**src/mtfhl_pkg.sv**
```systemverilog
// shared types and codes for the move-to-front handle list
// no dependencies
`timescale 1ns / 1ps

package mtfhl_pkg;

  // request selector codes (s_tuser)
  localparam logic [1:0] FUNC_PUSH  = 2'd0;
  localparam logic [1:0] FUNC_RAISE = 2'd1;
  localparam logic [1:0] FUNC_LIST  = 2'd2;

  // result status codes (m_tuser)
  localparam logic [2:0] ST_OK      = 3'd0;
  localparam logic [2:0] ST_FULL    = 3'd1;
  localparam logic [2:0] ST_MISSING = 3'd2;
  localparam logic [2:0] ST_NULL    = 3'd3;
  localparam logic [2:0] ST_EMPTY   = 3'd4;

  localparam int OUT_HANDLE_BITS = 32;
  localparam int OUT_POS_BITS    = 4;

  typedef struct packed {
    logic [2:0]                 status;
    logic [OUT_HANDLE_BITS-1:0] handle;
    logic [OUT_POS_BITS-1:0]    position;
    logic                       drawable;
    logic                       last;
  } res_t;

  function automatic res_t status_res(logic [2:0] st);
    res_t r;
    r          = '0;
    r.status   = st;
    r.last     = 1'b1;
    return r;
  endfunction

endpackage

```
**src/move_to_front_handle_list.sv**
```systemverilog
// Ordered handle list, front first, with push, raise-to-front and back-to-front
// listing. One request is worked at a time and s_tready stays low meanwhile.
// A push, a raise with a zero handle, a raise on an empty list and any list of an
// empty list finish in the cycle of the transfer. A raise scans the list through
// one comparator, one entry per cycle, to find its position k or to miss, then
// moves the k entries ahead of it back one place through the single ram port pair
// and writes it to the front. A list reads each entry through the registered ram
// read and waits on m_tready. Depends on mtfhl_pkg and mtfhl_ram.
`timescale 1ns / 1ps

module move_to_front_handle_list #(
  parameter int DEPTH       = 16,
  parameter int HANDLE_BITS = 32
) (
  input  logic        clk,
  input  logic        rst,
  input  logic        s_tvalid,
  output logic        s_tready,
  input  logic [39:0] s_tdata,  // handle[31:0], has_handler[32], zero pad
  input  logic [1:0]  s_tuser,  // func[1:0]
  output logic        m_tvalid,
  input  logic        m_tready,
  output logic [39:0] m_tdata,  // out_handle[31:0], out_position[35:32], drawable[36], pad
  output logic [2:0]  m_tuser,  // status[2:0]
  output logic        m_tlast
);

  import mtfhl_pkg::*;

  localparam int SW = (HANDLE_BITS < OUT_HANDLE_BITS) ? HANDLE_BITS : OUT_HANDLE_BITS;
  localparam int AW = $clog2(DEPTH);
  localparam int CW = $clog2(DEPTH + 1);
  localparam int RW = SW + 1;

  typedef enum logic [2:0] {
    IDLE,
    SEARCH,
    SHIFT,
    FRONT,
    L_RD,
    L_LD
  } state_t;

  state_t          state;
  logic [CW-1:0]   count;
  logic [CW-1:0]   ptr;
  logic            pend;
  logic [AW-1:0]   pidx;
  logic [SW-1:0]   key;
  logic [RW-1:0]   tgt;
  res_t            res;

  logic            ram_we;
  logic [AW-1:0]   ram_waddr;
  logic [RW-1:0]   ram_wdata;
  logic            ram_re;
  logic [AW-1:0]   ram_raddr;
  logic [RW-1:0]   ram_rdata;

  logic            out_free;
  logic            in_xfer;
  logic [SW-1:0]   in_handle;
  logic            in_flag;
  logic            full;
  logic            hit;
  logic            at_end;

  assign out_free  = !m_tvalid || m_tready;
  assign s_tready  = (state == IDLE) && out_free;
  assign in_xfer   = s_tvalid && s_tready;
  assign in_handle = s_tdata[SW-1:0];
  assign in_flag   = s_tdata[32];
  assign full      = (count == CW'(DEPTH));
  assign hit       = pend && (ram_rdata[SW-1:0] == key);
  assign at_end    = pend && ((CW'(pidx) + CW'(1)) == count);

  assign m_tdata = {3'b000, res.drawable, res.position, res.handle};
  assign m_tuser = res.status;
  assign m_tlast = res.last;

  always_comb begin
    ram_we    = 1'b0;
    ram_waddr = count[AW-1:0];
    ram_wdata = {in_flag, in_handle};
    ram_re    = 1'b0;
    ram_raddr = ptr[AW-1:0];
    unique case (state)
      IDLE: begin
        ram_we = in_xfer && (s_tuser == FUNC_PUSH) && !full;
      end
      SEARCH: begin
        ram_re = (ptr < count);
      end
      SHIFT: begin
        // read the entry ahead while writing the one fetched last cycle
        ram_we    = pend;
        ram_waddr = pidx;
        ram_wdata = ram_rdata;
        ram_re    = (ptr != '0);
        ram_raddr = AW'(ptr - CW'(1));
      end
      FRONT: begin
        ram_we    = 1'b1;
        ram_waddr = '0;
        ram_wdata = tgt;
      end
      L_RD: begin
        ram_re = 1'b1;
      end
      L_LD: begin
      end
      default: begin
      end
    endcase
  end

  mtfhl_ram #(
    .WIDTH (RW),
    .DEPTH (DEPTH)
  ) u_store (
    .clk   (clk),
    .we    (ram_we),
    .waddr (ram_waddr),
    .wdata (ram_wdata),
    .re    (ram_re),
    .raddr (ram_raddr),
    .rdata (ram_rdata)
  );

  always_ff @(posedge clk) begin
    if (rst) begin
      state    <= IDLE;
      count    <= '0;
      ptr      <= '0;
      pend     <= 1'b0;
      m_tvalid <= 1'b0;
    end else begin
      if (m_tvalid && m_tready) begin
        m_tvalid <= 1'b0;
      end
      unique case (state)
        IDLE: begin
          if (in_xfer) begin
            case (s_tuser)
              FUNC_PUSH: begin
                m_tvalid <= 1'b1;
                if (full) begin
                  res <= status_res(ST_FULL);
                end else begin
                  res   <= status_res(ST_OK);
                  count <= count + CW'(1);
                end
              end
              FUNC_RAISE: begin
                if (in_handle == '0) begin
                  m_tvalid <= 1'b1;
                  res      <= status_res(ST_NULL);
                end else if (count == '0) begin
                  m_tvalid <= 1'b1;
                  res      <= status_res(ST_MISSING);
                end else begin
                  key   <= in_handle;
                  ptr   <= '0;
                  pend  <= 1'b0;
                  state <= SEARCH;
                end
              end
              FUNC_LIST: begin
                if (count == '0) begin
                  m_tvalid <= 1'b1;
                  res      <= status_res(ST_EMPTY);
                end else begin
                  ptr   <= count - CW'(1);
                  state <= L_RD;
                end
              end
              default: begin
              end
            endcase
          end
        end
        SEARCH: begin
          if (hit) begin
            tgt <= ram_rdata;
            if (pidx == '0) begin
              m_tvalid <= 1'b1;
              res      <= status_res(ST_OK);
              state    <= IDLE;
            end else begin
              ptr   <= CW'(pidx);
              pend  <= 1'b0;
              state <= SHIFT;
            end
          end else if (at_end) begin
            m_tvalid <= 1'b1;
            res      <= status_res(ST_MISSING);
            state    <= IDLE;
          end else if (ptr < count) begin
            pend <= 1'b1;
            pidx <= ptr[AW-1:0];
            ptr  <= ptr + CW'(1);
          end else begin
            pend <= 1'b0;
          end
        end
        SHIFT: begin
          if (ptr != '0) begin
            pend <= 1'b1;
            pidx <= ptr[AW-1:0];
            ptr  <= ptr - CW'(1);
          end else begin
            pend <= 1'b0;
            if (!pend) begin
              state <= FRONT;
            end
          end
        end
        FRONT: begin
          m_tvalid <= 1'b1;
          res      <= status_res(ST_OK);
          state    <= IDLE;
        end
        L_RD: begin
          state <= L_LD;
        end
        L_LD: begin
          if (out_free) begin
            m_tvalid     <= 1'b1;
            res.status   <= ST_OK;
            res.handle   <= OUT_HANDLE_BITS'(ram_rdata[SW-1:0]);
            res.position <= OUT_POS_BITS'(ptr);
            res.drawable <= ram_rdata[SW];
            res.last     <= (ptr == '0);
            if (ptr == '0) begin
              state <= IDLE;
            end else begin
              ptr   <= ptr - CW'(1);
              state <= L_RD;
            end
          end
        end
        default: begin
          state <= IDLE;
        end
      endcase
    end
  end

  // a raise in progress never has a result waiting
  a_raise_out_empty: assert property (@(posedge clk) disable iff (rst)
    (state == SEARCH || state == SHIFT || state == FRONT) |-> !m_tvalid)
    else $error("result pending during raise");

  a_count_bound: assert property (@(posedge clk) disable iff (rst)
    count <= CW'(DEPTH))
    else $error("entry count beyond depth");

  a_push_grows: assert property (@(posedge clk) disable iff (rst)
    (in_xfer && s_tuser == FUNC_PUSH && !full) |=> count == $past(count) + CW'(1))
    else $error("push did not grow the list");

  a_count_held: assert property (@(posedge clk) disable iff (rst)
    !(in_xfer && s_tuser == FUNC_PUSH) |=> $stable(count))
    else $error("entry count changed without a push");

  a_mid_list_ok: assert property (@(posedge clk) disable iff (rst)
    (m_tvalid && !m_tlast) |-> (m_tuser == ST_OK))
    else $error("non-final result with error status");

endmodule

```
**src/mtfhl_ram.sv**
```systemverilog
// generic single write port, single read port ram with registered read
// no dependencies
`timescale 1ns / 1ps

module mtfhl_ram #(
  parameter int WIDTH = 8,
  parameter int DEPTH = 16
) (
  input  logic                     clk,
  input  logic                     we,
  input  logic [$clog2(DEPTH)-1:0] waddr,
  input  logic [WIDTH-1:0]         wdata,
  input  logic                     re,
  input  logic [$clog2(DEPTH)-1:0] raddr,
  output logic [WIDTH-1:0]         rdata
);

  logic [WIDTH-1:0] mem [DEPTH];

  always_ff @(posedge clk) begin
    if (we) begin
      mem[waddr] <= wdata;
    end
    if (re) begin
      rdata <= mem[raddr];
    end
  end

endmodule
```
**config.mk**
```make
export PLATFORM = sky130hd
export DESIGN_NAME = move_to_front_handle_list
export DESIGN_NICKNAME = d
export VERILOG_FILES = /design/src/mtfhl_pkg.sv /design/src/move_to_front_handle_list.sv /design/src/mtfhl_ram.sv
export SDC_FILE = /design/constraint.sdc
export NUM_CORES = 1
export LEC_CHECK = 0
export ABC_CLOCK_PERIOD_IN_PS = 8320
export BUFFER_PORTS_ARGS = -buffer_cell sky130_fd_sc_hd__buf_2
export CORE_AREA = 4 4 286 288
export CTS_BUF_LIST = sky130_fd_sc_hd__clkbuf_2
export CTS_CLUSTER_SIZE = 20
export DETAILED_ROUTE_END_ITERATION = 10
export DIE_AREA = 0 0 290 292
export GPL_TIMING_DRIVEN = 0
export PLACE_DENSITY = 0.59
export SETUP_SLACK_MARGIN = 0.1
export SLEW_MARGIN = 15
export SYNTH_ARGS = -nofsm -noshare
export SYNTH_HDL_FRONTEND = slang
export SYNTH_SLANG_ARGS = --single-unit
```
**constraint.sdc**
```tcl
create_clock -name clk -period 8.32 [get_ports clk]
set_input_delay 0.416 -clock clk [delete_from_list [all_inputs] [get_ports clk]]
set_output_delay 0.416 -clock clk [all_outputs]
set_load 0.02 [all_outputs]
```
==> summary.txt <==
Setup path
  – Reg-to-Reg Start: ptr[0]$_SDFFE_PP0P_
  – Slowest stage delay, CP: 0.57 ns
  – CP max FO: 10
  – CP Data Arrival Time: 5.08 ns
  – Worst reg2reg path depth: 8
  – CP max-delay cell: a21oi_1
  – Data required, critical path: 9.31 ns
  – R2r setup slk: 4.23 ns
  – Worst path cell trace: clkbuf_1, inv_1, ha_1, a21oi_1, buf_2, buf_2, mux4_2, mux4_2
  – Buf/Inv on CP: 4
  – Family with the most delay on the worst path: buffers and inverters
  – Type of origin of the critical path: flop
  – Crit end category: flop
  – Setup CP Type: flop to flop
  – Reg2reg end: u_store.rdata[6]$_DFFE_PP_

Logic synthesis
  – Ys async rst share: 0%
  – Ranking of synthesized cells by area: edfxtp_1 (73%), mux4_2 (13%), mux2i_1 (1.4%)
  – Post-synthesis area per instance: 19.8 sq um
  – Top-count cell post-synth: edfxtp_1
  – Synth warn: 0
  – Most frequent cells after synthesis: edfxtp_1 (671), mux4_2 (165), nand2_1 (70)
  – Synthesis-stage register bit count: 686
  – Post-synth EDFFs: 671
  – Cell area after synthesis: 27600 sq um
  – Cells after Synth: 1390
  – Register area share after synthesis: 74.2%
  – Synth area leader: edfxtp_1
  – Top_reg_cell synth: edfxtp_1
  – Top-area cell type share of the netlist area: 73.1%
  – Yosys cell types: 70

Power
  – PD cells: roughly 200 nW/um^2
  – LEAKAGE: 10.9 nW
  – Overall power: roughly 6.5 mW
  – Maximum vdd drop: 0.113 mV

Global route
  – First-pass GRT wire length: ~120 mm
  – Initial antenna violation count: 4
  – Pin count of the biggest net entering global routing: 34
  – Vias in the first global route: about 16000
  – Total Routing Usage GR: 19.1%
  – Gr ovfl total: 0

STA
  – RSZ-0062 raised after global routing: no
  – Final-report max-slew violation count: 0
  – Final setup violating endpoints: 0
  – Worst-margin pin slew: 1.24 ns
  – Final min period: 4.09 ns
  – Hold Vio Cnt, Final: 0
  – Slew headroom: roughly 17%
  – Max frequency: roughly 0.24 GHz
  – Final period util: 49.1%
  – Clock skew: 0.122 ns
  – Setup_tns: 0 ns

Finish
  – Multi-input gate area: approximately 6900 sq um
  – Register Area: 20400 sq um
  – Layout overhead on the synthesized area: 18.8%
  – Layout cells sized above 1: ~34%
  – Fillers: roughly 7000
  – Final design utilization: 41.5%
  – # nets final: between 1500 and 2000

Min path
  – Min-Delay Path Class: input port to flop
  – Hold Crit Depth: 3
  – Hold Path Origin: rst
  – Hold Path End: pidx[3]$_DFFE_PP_

Clock network
  – Clock Latency Late Sink: 1.36 ns
  – Root Driver: clkbuf_2
  – Total clock sinks: 686
  – Postcts setup bufs: 0
  – Worst-path clk slew: 0.09 ns
  – H-tree depth: 4
  – Total CTS buffers: ~170
  – CTS tree: yes
  – Clock buffer depth: 3
  – Post-cts sizing count: 0
  – Cts hold-fix bufs: 75

Floorplan
  – Initial Utilization: 35.0%
  – # rows: between 100 and 150
  – Die ar.: around 85000 sq um
  – CORE AREA: between 70000 and 80000 sq um
  – # IOs: 92
  – Die span in y: 292 um
  – DIE WIDTH: 290 um

Placement
  – DP HPWL: between 50 and 60 mm
  – IO buf count: 81
  – Placer Congestion: approximately 0.86

Routing
  – Vias: 15900
  – # DRC: 0
  – Final WL: slightly above 80 mm
  – WL/cell: around 27 um
  – Routed Antenna Nets: 0
  – Initial DRC count: roughly 1900
  – Drt via density: roughly 5.4
  – DRT Pass-1 Iters: 5

Job
  – Max Cap Viol: 0

Status
  – Status: complete, no violations
==> flip-flops by register name (all words and copies together) (netlist names) <==
signal and flops:
m_tlast 1, ptr 5, m_tvalid 1, count 5
m_tuser 3, u_store.mem 528, state 3, pidx 4
key 32, tgt 33, m_tdata 37, u_store.rdata 33
pend 1
==> metal layers <==
layer  up-vias  part of all wire (%)  routed length, um  global-route usage [%]
li1       6561                     -                  -                       -
met1      8263                    42              34200                    26.7
met2       932                    44              36000                    28.0
met3       156                    10               8460                    6.46
met4         4                   3.0               2400                    6.96
met5         -                 0.067                 54                   0.333
==> power breakdown <==
part	total (mW)	switching (mW)	internal [mW]
Clock	2.34	1.34	0.999
Sequential	3.82	0.0122	3.81
Combinational	0.368	0.224	0.144
Total	6.53	1.58	4.95
==> through the flow <==
stage                     area [sq um]  hold slack [ns]  setup WS [ns]  std cells
after floorplan                  27600            0.432           3.02       1392
after global placement           29300            0.451         -0.423       2523
after detailed placement         30400            0.447           4.38       2576
after CTS                        32700           0.0334           4.30       2943
after global routing             32700           0.0682           4.18       2949
final                            32800            0.178           4.23       2952
==> area by class of cell <==
cell class,count,area share (%)
flip-flops and latches,686,62.4
multi-input cells,613,21.0
repair buffers,210,6.37
well taps,1050,4.01
clock buffers,257,3.93
plain buffers,71,1.04
clock inverters,35,0.925
inverters,22,0.252
diodes,8,0.0611
==> how the worst max path moves through the flow <==
stage | startpoint | endpoint | slack (ns) | cells after the start
floorplan | u_store.rdata[22]$_DFFE_PP_ | m_tdata[0]$_DFFE_PP_ | 3.02 | 7
global placement | u_store.rdata[22]$_DFFE_PP_ | m_tdata[12]$_DFFE_PP_ | -0.42 | 7
detailed placement | ptr[0]$_SDFFE_PP0P_ | u_store.rdata[8]$_DFFE_PP_ | 4.38 | 8
CTS | ptr[0]$_SDFFE_PP0P_ | u_store.rdata[6]$_DFFE_PP_ | 4.30 | 8
global route | ptr[0]$_SDFFE_PP0P_ | u_store.rdata[6]$_DFFE_PP_ | 4.18 | 8
finish | ptr[0]$_SDFFE_PP0P_ | u_store.rdata[6]$_DFFE_PP_ | 4.23 | 8
==> layout by cell type, fill, tap and decap left out, drive strengths merged, types with 15 or more instances in the layout <==
cell / synthesis / routed
and2: 39 / 39
buf: 34 / 169
clkbuf: 37 / 294
clkinv: 0 / 26
dfxtp: 15 / 15
dlygate4sd3: 0 / 75
edfxtp: 671 / 671
ha: 16 / 16
inv: 22 / 25
mux2i: 38 / 38
mux4: 165 / 165
nand2: 70 / 70
nor2: 37 / 37
o21ai: 47 / 47
xnor2: 36 / 36
==> kinds of logic after synthesis <==
logic type | count (synthesis) | share of synthesized area (%)
DFF | 686 | 74.2
and+or+nand+nor | 233 | 4.48
muxes | 205 | 14.9
AOI/OAI and AO/OA | 111 | 2.70
buffers and inverters | 93 | 1.52
xor gates and xnor gates | 45 | 1.46
adders and majority gates | 16 | 0.726
other | 1 | 0.0136
==> tightest hold or removal path: stages <==
cell and delay, ns:
dlygate4sd3_1 0.52, buf_2 0.14, o31ai_1 0.22
No activity file was read; power rests on OpenSTA's default activity.
